File: config.mk
export PLATFORM = sky130hd
export DESIGN_NAME = a1_cell_reference_parser
export DESIGN_NICKNAME = d
export VERILOG_FILES = /design/src/rtl/core/a1crp_pkg.sv /design/src/rtl/core/a1_cell_reference_parser.sv
export SDC_FILE = /design/constraint.sdc
export NUM_CORES = 1
export LEC_CHECK = 0
export ABC_AREA = 1
export BUFFER_PORTS_ARGS = -buffer_cell sky130_fd_sc_hd__buf_2
export CAP_MARGIN = 15
export CORE_ASPECT_RATIO = 0.9
export CORE_UTILIZATION = 25
export CTS_CLUSTER_SIZE = 25
export DETAILED_ROUTE_END_ITERATION = 16
export PLACE_DENSITY = 0.46
export SLEW_MARGIN = 0
export SYNTH_ARGS = -nofsm -noshare
export SYNTH_HDL_FRONTEND = slang
export SYNTH_SLANG_ARGS = --single-unit
File: constraint.sdc
create_clock -name clk -period 6.8 [get_ports clk]
set_input_delay 2.04 -clock clk [delete_from_list [all_inputs] [get_ports clk]]
set_output_delay 2.04 -clock clk [all_outputs]
set_load 0.02 [all_outputs]
File: src/rtl/core/a1crp_pkg.sv
// Package for the A1 cell reference parser.
// Holds the parse phase type, character codes, radices and default widths.
// No dependencies.
package a1crp_pkg;

	localparam int COL_BITS_DEF = 24;
	localparam int ROW_BITS_DEF = 24;

	localparam logic [7:0] CH_DOLLAR = 8'h24;
	localparam logic [7:0] CH_ZERO   = 8'h30;
	localparam logic [7:0] CH_NINE   = 8'h39;
	localparam logic [7:0] CH_UP_A   = 8'h41;
	localparam logic [7:0] CH_UP_Z   = 8'h5A;
	localparam logic [7:0] CH_LO_A   = 8'h61;
	localparam logic [7:0] CH_LO_Z   = 8'h7A;

	localparam int COL_RADIX = 26;
	localparam int ROW_RADIX = 10;

	typedef enum logic [2:0] {
		PH_START,
		PH_COLDOL,
		PH_LETTERS,
		PH_ROWDOL,
		PH_DIGITS,
		PH_DONE,
		PH_FAIL
	} phase_t;

endpackage

File: src/rtl/core/a1_cell_reference_parser.sv
// A1 cell reference parser: top level, one character per transaction.
// Depends on a1crp_pkg.
//
// Usage: the item channel (item_valid, item_stall, ch, last) carries one
// ASCII character per transaction, with last high on the final character of
// a reference. The result channel (result_valid, result_stall, ref_valid,
// col_index, row_index, ref_kind) carries one transaction per reference,
// produced by the character that carries last; other characters give none.
// A character is captured in an input register, parsed by one step of logic
// against the parse state, and a finished reference lands in the result
// register. The result register is loaded as its last character leaves the
// input register; one character is taken in every cycle without item_stall.
// When the receiver stalls, the result register holds; characters without
// last still go through, and a character with last waits in the input
// register, which then stalls the item channel.
// Reset clears the parse state to the start of a reference and empties
// both registers.
module a1_cell_reference_parser #(
	parameter int COL_BITS = a1crp_pkg::COL_BITS_DEF,
	parameter int ROW_BITS = a1crp_pkg::ROW_BITS_DEF
) (
	input  logic                clk,
	input  logic                arst_n,
	input  logic                item_valid,
	output logic                item_stall,
	input  logic [7:0]          ch,
	input  logic                last,
	output logic                result_valid,
	input  logic                result_stall,
	output logic                ref_valid,
	output logic [COL_BITS-1:0] col_index,
	output logic [ROW_BITS-1:0] row_index,
	output logic [1:0]          ref_kind
);
	import a1crp_pkg::*;

	localparam int CW = COL_BITS + 6;
	localparam int RW = ROW_BITS + 5;

	logic               valid_s1;
	logic [7:0]         ch_s1;
	logic               last_s1;

	phase_t             phase_q, phase_n;
	logic [COL_BITS:0]  col_acc_q, col_acc_n;
	logic [ROW_BITS:0]  row_acc_q, row_acc_n;
	logic               col_mark_q, col_mark_n;
	logic               row_mark_q, row_mark_n;
	logic               ovf_q, ovf_n;

	logic               result_valid_q;
	logic               ref_valid_q;
	logic [COL_BITS-1:0] col_index_q;
	logic [ROW_BITS-1:0] row_index_q;
	logic [1:0]         ref_kind_q;

	logic               is_letter, is_digit, is_dollar;
	logic               do_letter, do_digit;
	logic [CW-1:0]      col_mul;
	logic [RW-1:0]      row_mul;
	logic               col_over, row_over;
	logic               advance, fire, ok;
	logic [COL_BITS:0]  col_dec;
	logic [ROW_BITS:0]  row_dec;

	assign advance    = !last_s1 || !result_valid_q || !result_stall;
	assign fire       = valid_s1 && advance;
	assign item_stall = valid_s1 && !advance;

	always_ff @(posedge clk or negedge arst_n) begin
		if (!arst_n) begin
			valid_s1 <= 1'b0;
		end else if (!item_stall) begin
			valid_s1 <= item_valid;
		end
	end

	always_ff @(posedge clk) begin
		if (item_valid && !item_stall) begin
			ch_s1   <= ch;
			last_s1 <= last;
		end
	end

	assign is_letter = ((ch_s1 >= CH_UP_A) && (ch_s1 <= CH_UP_Z)) ||
	                   ((ch_s1 >= CH_LO_A) && (ch_s1 <= CH_LO_Z));
	assign is_digit  = (ch_s1 >= CH_ZERO) && (ch_s1 <= CH_NINE);
	assign is_dollar = (ch_s1 == CH_DOLLAR);

	// For letters of either case the low five bits give A=1 through Z=26.
	assign col_mul  = CW'(col_acc_q) * CW'(COL_RADIX) + CW'(ch_s1[4:0]);
	assign row_mul  = RW'(row_acc_q) * RW'(ROW_RADIX) + RW'(ch_s1[3:0]);
	assign col_over = col_mul > (CW'(1) << COL_BITS);
	assign row_over = row_mul > (RW'(1) << ROW_BITS);

	always_comb begin
		phase_n    = phase_q;
		col_mark_n = col_mark_q;
		row_mark_n = row_mark_q;
		do_letter  = 1'b0;
		do_digit   = 1'b0;
		unique case (phase_q)
			PH_START: begin
				if (is_dollar) begin
					col_mark_n = 1'b1;
					phase_n    = PH_COLDOL;
				end else if (is_letter) begin
					do_letter = 1'b1;
					phase_n   = PH_LETTERS;
				end else begin
					phase_n = PH_FAIL;
				end
			end
			PH_COLDOL: begin
				if (is_letter) begin
					do_letter = 1'b1;
					phase_n   = PH_LETTERS;
				end else begin
					phase_n = PH_FAIL;
				end
			end
			PH_LETTERS: begin
				if (is_letter) begin
					do_letter = 1'b1;
				end else if (is_dollar) begin
					row_mark_n = 1'b1;
					phase_n    = PH_ROWDOL;
				end else if (is_digit) begin
					do_digit = 1'b1;
					phase_n  = PH_DIGITS;
				end else begin
					phase_n = PH_FAIL;
				end
			end
			PH_ROWDOL: begin
				if (is_digit) begin
					do_digit = 1'b1;
					phase_n  = PH_DIGITS;
				end else begin
					phase_n = PH_FAIL;
				end
			end
			PH_DIGITS: begin
				if (is_digit) begin
					do_digit = 1'b1;
				end else begin
					phase_n = PH_DONE;
				end
			end
			default: begin
				phase_n = phase_q;
			end
		endcase

		col_acc_n = col_acc_q;
		row_acc_n = row_acc_q;
		ovf_n     = ovf_q;
		if (!ovf_q && do_letter) begin
			if (col_over) begin
				ovf_n = 1'b1;
			end else begin
				col_acc_n = col_mul[COL_BITS:0];
			end
		end
		if (!ovf_q && do_digit) begin
			if (row_over) begin
				ovf_n = 1'b1;
			end else begin
				row_acc_n = row_mul[ROW_BITS:0];
			end
		end

		ok = ((phase_n == PH_DIGITS) || (phase_n == PH_DONE)) && !ovf_n &&
		     (row_acc_n != '0) && (col_acc_n != '0);
		col_dec = col_acc_n - (COL_BITS+1)'(1);
		row_dec = row_acc_n - (ROW_BITS+1)'(1);
	end

	always_ff @(posedge clk or negedge arst_n) begin
		if (!arst_n) begin
			phase_q    <= PH_START;
			col_acc_q  <= '0;
			row_acc_q  <= '0;
			col_mark_q <= 1'b0;
			row_mark_q <= 1'b0;
			ovf_q      <= 1'b0;
		end else if (fire) begin
			if (last_s1) begin
				phase_q    <= PH_START;
				col_acc_q  <= '0;
				row_acc_q  <= '0;
				col_mark_q <= 1'b0;
				row_mark_q <= 1'b0;
				ovf_q      <= 1'b0;
			end else begin
				phase_q    <= phase_n;
				col_acc_q  <= col_acc_n;
				row_acc_q  <= row_acc_n;
				col_mark_q <= col_mark_n;
				row_mark_q <= row_mark_n;
				ovf_q      <= ovf_n;
			end
		end
	end

	always_ff @(posedge clk or negedge arst_n) begin
		if (!arst_n) begin
			result_valid_q <= 1'b0;
		end else if (fire && last_s1) begin
			result_valid_q <= 1'b1;
		end else if (!result_stall) begin
			result_valid_q <= 1'b0;
		end
	end

	always_ff @(posedge clk) begin
		if (fire && last_s1) begin
			ref_valid_q <= ok;
			col_index_q <= ok ? col_dec[COL_BITS-1:0] : '0;
			row_index_q <= ok ? row_dec[ROW_BITS-1:0] : '0;
			ref_kind_q  <= ok ? {row_mark_n, col_mark_n} : 2'b00;
		end
	end

	assign result_valid = result_valid_q;
	assign ref_valid    = ref_valid_q;
	assign col_index    = col_index_q;
	assign row_index    = row_index_q;
	assign ref_kind     = ref_kind_q;

endmodule
; Word level (Yosys, flattened, before mapping)
; Index checks and enable logic that the tools add are counted.
[word_totals]
in_bits = 13
regBits = 118
wordCells = 99
[classes]
mul = 2
muxes = 35
n_lt_le_gt_ge = 8
add_sub_neg = 4
n_eq_ne = 8
n_reduce_logical = 28
[ops]
columns = op, n
row1 = $mux 25, 6
row2 = $reduce_bool 25->1, 2
row3 = $sub 24x1->24 const B, 2
row4 = $add 30x5->30, 1
row5 = $gt 30x25->1 const B, 1
row6 = $add 29x4->29, 1
row7 = $gt 29x25->1 const B, 1
row8 = $mul 25x4->29 const B, 1
row9 = $mul 25x3->28 const B, 1
row10 = $mux 1, 19
row11 = $mux 3, 6
row12 = $ge 8x7->1 const B, 2
row13 = $le 8x7->1 const B, 2
row14 = $pmux 3 s5, 1
row15 = $logic_and 1x1->1, 12
row16 = $eq 3x3->1 const B, 3
row17 = $eq 8x6->1 const B, 1
row18 = $ge 8x6->1 const B, 1
row19 = $le 8x6->1 const B, 1
row20 = $logic_not 1->1, 7
row21 = $eq 3x2->1 const B, 2
row22 = $logic_or 1x1->1, 4
row23 = $pmux 1 s2, 2
row24 = $reduce_or 2->1, 2
row25 = other kinds (4), 4

; Depth between registers and ports, before layout
[depth]
ltp_word = 14
mapped_depth = 39
mapped_depth_nobuf = 37

; Worst setup path after synthesis
; OpenSTA, ideal clock, no wires.
[synth_path]
path_kind = register to register
start = reg col_acc_q[2]
end = reg col_index_q[20], in the netlist col_index[20] (data pin)
required_time_ns = 6.548
stages_incl_launch_ff = 32
synth_period_minus_slack_ns = 5.064
arrival_time_ns = 4.812
path_slack_ns = 1.736
path_cell_list = dfrtp_1 ha_1 inv_1 fa_1 inv_1 fa_1 nand2_1 nor3_1 nor2_1 nor2_1 nand3_1 nor2_4 nand3_2 nor3_4 nand2_1 nand2_1 nand2_1 nor2_1 nand2_2 nor2_8 nand3_4 buf_6 buf_6 o21ai_2 ha_1 nand2_1 nor2_2 nand2_1 nor2_2 nand3_1 nand2_1 nor2_1
[synth_via]
elab_chain_len = 11
[synth_lines]
columns = element, line
row1 = from (decl), a1_cell_reference_parser.sv:45  ; logic [COL_BITS:0] col_acc_q, col_acc_n;
row2 = from (signal assigned), a1_cell_reference_parser.sv:197  ; col_acc_q <= col_acc_n;
row3 = "parallel branches: the longest is 11 deep, another holds $add 30x5->30", n/a
row4 = to (signal assigned), a1_cell_reference_parser.sv:219  ; col_index_q <= ok ? col_dec[COL_BITS-1:0] : '0;
row5 = to (decl), a1_cell_reference_parser.sv:53  ; logic [COL_BITS-1:0] col_index_q;
; Several ways; the timed one is not identified.
; A chain may end at the register's enable or synchronous reset.

; Worst setup path in the final report
[layout_path]
start = reg col_acc_q[2]
end = reg row_index_q[10], in the netlist row_index[10] (data pin)
[layout_via]
elab_chain_len = 11
[layout_lines]
columns = element, line
row1 = $mul 25x4->29, a1_cell_reference_parser.sv:91  ; assign col_mul = CW'(col_acc_q) * CW'(COL_RADIX) + CW'(ch_s1[4:0]);
row2 = $add 30x5->30, a1_cell_reference_parser.sv:91
row3 = $gt 30x25->1, a1_cell_reference_parser.sv:93  ; assign col_over = col_mul > (CW'(1) << COL_BITS);
row4 = $mux 1, a1_cell_reference_parser.sv:159  ; if (col_over) begin
row5 = $mux 1, a1_cell_reference_parser.sv:158  ; if (!ovf_q && do_letter) begin
row6 = $mux 1, a1_cell_reference_parser.sv:166  ; if (row_over) begin
row7 = $mux 1, a1_cell_reference_parser.sv:165  ; if (!ovf_q && do_digit) begin
row8 = $logic_not 1->1, a1_cell_reference_parser.sv:173  ; ok = ((phase_n == PH_DIGITS) || (phase_n == PH_DONE)) && !ovf_n &&
row9 = $logic_and 1x1->1 (2 in series), a1_cell_reference_parser.sv:173
row10 = $logic_and 1x1->1 (*), a1_cell_reference_parser.sv:174  ; (row_acc_n != '0) && (col_acc_n != '0);
row11 = to (signal assigned), a1_cell_reference_parser.sv:220  ; row_index_q <= ok ? row_dec[ROW_BITS-1:0] : '0;
row12 = to (decl), a1_cell_reference_parser.sv:54  ; logic [ROW_BITS-1:0] row_index_q;
; Every way passes the cells marked *; elsewhere a longest branch is shown, timed or not.

==> results.sh <==
export IMPL_yosys_warnings=0
export IMPL_critical_path_endpoint_type="register"
export IMPL_io_pins=66
export IMPL_nets=2460
export IMPL_cp_start_kind="register"
export IMPL_final_cell_mix="785 x nand2_1, 395 x inv_1, 214 x nor2_1"
export IMPL_path_clk_slew_ns=0.06
export IMPL_grt_pass1_wl_um=75400
export IMPL_grt_setup_unrepaired="false"
export IMPL_synthXorXnorAreaFrac_pct=2.22
export IMPL_drive_above_1_share_pct=8.95
export IMPL_totalWireLength_um=47000
export IMPL_grt_pass1_vias=13700
export IMPL_arrival_ns=6.34
export IMPL_slowest_delay_ns=0.66
export IMPL_clock_latency_ns=0.43
export IMPL_drt_pass1_iterations=6
export IMPL_cts_hold_buf=0
export IMPL_max_freq_mhz=161
export IMPL_yosysSeqAreaShare_pct=23.0
export IMPL_clock_path_buffers=2
export IMPL_synth_compound_area_share_pct=6.02
export IMPL_synth_ff_type="edfxtp_1"
export IMPL_cts_made_buffers=17
export IMPL_tns_ns=0
export IMPL_cts_resized=0
export IMPL_vias=14300
export IMPL_die_width_um=253
export IMPL_cp_required_ns=6.95
export IMPL_maxCapViolations=0
export IMPL_via_per_inst=4.65
export IMPL_dp_hpwl_um=39100
export IMPL_synth_avg_cell_area_um2=6.27
export IMPL_cts_htree_levels=4
export IMPL_rrSetupSlack_ns=0.61
export IMPL_finalWorstSetupSlack_ns=0.605
export IMPL_crit_family="simple AND/OR/NAND/NOR gates"
export IMPL_drtAntennaViolNets=0
export IMPL_grt_util_all_layers_pct=16.6
export IMPL_fin_skew_ns=0.0122
export IMPL_hold_path_class="register to register"
export IMPL_synth_edff_count=60
export IMPL_critPathSlowestCell="fa_1"
export IMPL_synth_area_mux_share_pct=0
export IMPL_holdPathEnd="row_mark_q$_DFFE_PN0P_"
export IMPL_synth_top_family_by_area="simple AND/OR/NAND/NOR gates"
export IMPL_ys_async_sr_fraction_pct=49.2
export IMPL_num_antenna_cells=0
export IMPL_path_class="register to register"
export IMPL_hp_start="row_mark_q$_DFFE_PN0P_"
export IMPL_critPathMaxFanout=45
export IMPL_rows=82
export IMPL_die_area_mm2=0.0576
export IMPL_finalSetupViolations=0
export IMPL_cts_sinks=118
export IMPL_yosysUniqueCellTypes=51
export IMPL_start_util_pct=25.4
export IMPL_cts_root_buf="clkbuf_16"
export IMPL_yosys_area_share_simple_pct=42.6
export IMPL_die_h_um=228
export IMPL_r2r_start="col_acc_q[2]$_DFFE_PN0P_"
export IMPL_status="complete, no violations"
export IMPL_grt_ovfl_total=0
export IMPL_gp_congestion=0.869
export IMPL_nFillCells=6311
export IMPL_timing_slew_headroom_pct=40.1
export IMPL_slew_viol_final=0
export IMPL_finalHoldViolCount=0
export IMPL_power_leakage_uw=0.00866
export IMPL_period_share_pct=91.1
export IMPL_avgRoutedWirePerCell_um=15.3
export IMPL_synth_area_mm2=0.0142
export IMPL_place_ws_ns=0.548
export IMPL_core_area_mm2=0.0558
export IMPL_peakVddDrop_uv=240
export IMPL_cts_setup_buffers=0
export IMPL_min_period_ns=6.19
export IMPL_p_per_area_mw_per_mm2=323
export IMPL_grt_start_max_net_pins=59
export IMPL_antenna_found_initial=1
export IMPL_rr_worst_depth=29
export IMPL_synth_fa_ha_area_share_pct=13.3
export IMPL_hold_depth=2
export IMPL_critPathLaunch="col_acc_q[2]$_DFFE_PN0P_"
export IMPL_port_buffers=65
export IMPL_drt_initial_drc_count=1072
export IMPL_areaGrowthSynthToFinish_pct=11.3
export IMPL_synth_nets=2404
export IMPL_path_buf_inv=3
export IMPL_worstMarginPinSlew_ns=0.891
export IMPL_reg2reg_to="row_index[10]$_SDFFCE_PN0P_"
export IMPL_drc=0
export IMPL_layout_commonest_cell="nand2_1"
export IMPL_cts_tree="yes"
export IMPL_synth_seq_cells=118
export IMPL_synthCells=2256
-- layout make-up --
class | instances | area [um^2] | share of cell area, %
clock buffer | 17 | 425 | 2.70
multi-input combinational | 1691 | 9090 | 57.7
sequential | 118 | 3250 | 20.6
clock inverter | 15 | 106 | 0.675
inverter | 407 | 1530 | 9.69
timing repair buffer | 77 | 415 | 2.64
tap | 756 | 946 | 6.00
-- cells in the mapped netlist (5+ instances only) --
| library cell | count | area (um^2) |
|---|---|---|
| buf_6 | 11 | 124 |
| buf_4 | 9 | 67.6 |
| nor2_4 | 5 | 56.3 |
| nand3_2 | 5 | 50.1 |
| nor2_1 | 214 | 803 |
| nand3b_1 | 11 | 82.6 |
| nand4_1 | 96 | 601 |
| nand2_1 | 785 | 2950 |
| a21oi_1 | 40 | 200 |
| xor2_1 | 23 | 201 |
| xnor2_1 | 11 | 96.3 |
| ha_1 | 110 | 1380 |
| o22ai_1 | 46 | 288 |
| nor2_2 | 43 | 269 |
| nand2_2 | 17 | 106 |
| clkbuf_1 | 17 | 63.8 |
| inv_2 | 9 | 33.8 |
| nor3_1 | 10 | 50.1 |
| fa_1 | 25 | 500 |
| o21ai_0 | 27 | 135 |
| dfrtp_1 | 58 | 1450 |
| o21bai_1 | 7 | 52.6 |
| inv_1 | 396 | 1490 |
| edfxtp_1 | 60 | 1800 |
| and2_1 | 6 | 37.5 |
| nand3_1 | 174 | 871 |
-- sequential cells by signal, indices dropped and copies added (netlist names), 2 cells and up --
name / count
ch_s1: 8
ref_kind: 2
row_acc_q: 25
phase_q: 3
col_index: 24
col_acc_q: 25
row_index: 24
-- through the flow --
step	instance area, um^2	instances	utilization [%]	hold WS (ns)	total power, uW
floorplan	14200	2256	-	0.493	3370
global placement	15200	3049	27.3	0.514	4250
detailed placement	15200	3049	27.3	0.523	4260
CTS	15800	3081	28.2	0.533	5120
global route	15800	3081	28.2	0.562	5580
finish	15800	3081	28.2	0.530	5100
-- where the power goes --
group          switching (uW)  internal, uW
Sequential               94.8           867
Clock                     373           465
Combinational            2340           954
-- worst max-delay path by stage --
stage / cells past startpoint / slack [ns] / end
floorplan: 31 / 1.74 / col_index[20]$_SDFFCE_PN0P_
global placement: 28 / 0.67 / row_index[21]$_SDFFCE_PN0P_
detailed placement: 28 / 0.55 / row_index[10]$_SDFFCE_PN0P_
CTS: 28 / 0.53 / row_index[10]$_SDFFCE_PN0P_
global route: 31 / 0.02 / row_index[10]$_SDFFCE_PN0P_
finish: 29 / 0.61 / row_index[10]$_SDFFCE_PN0P_
-- cell families after synthesis --
group | count (synthesis)
AO/OA/AOI/OAI | 143
XOR/XNOR | 35
adder cells (fa/ha/maj) | 135
buffers and inverters | 447
flip-flops | 118
AND/OR/NAND/NOR | 1378
-- worst register-to-register path, delay by kind of cell, from the launching register on --
kind	cells	cell delay (ns)
adder cells (fa/ha/maj)	3	1.47
buffers and inverters	3	0.49
flip-flops	1	0.46
AND/OR/NAND/NOR	23	3.53
-- layer usage --
metal  wire [um]  vias up  part of all wire (%)  GRT usage, %
met3        2300       35                   4.9          2.04
met5          13        -                 0.028             0
li1            -     7283                     -             -
met1       24400     6636                    52          25.1
met4         465        2                  0.99          3.07
met2       19800      371                    42          25.1
No activity file was read; power rests on OpenSTA's default activity.
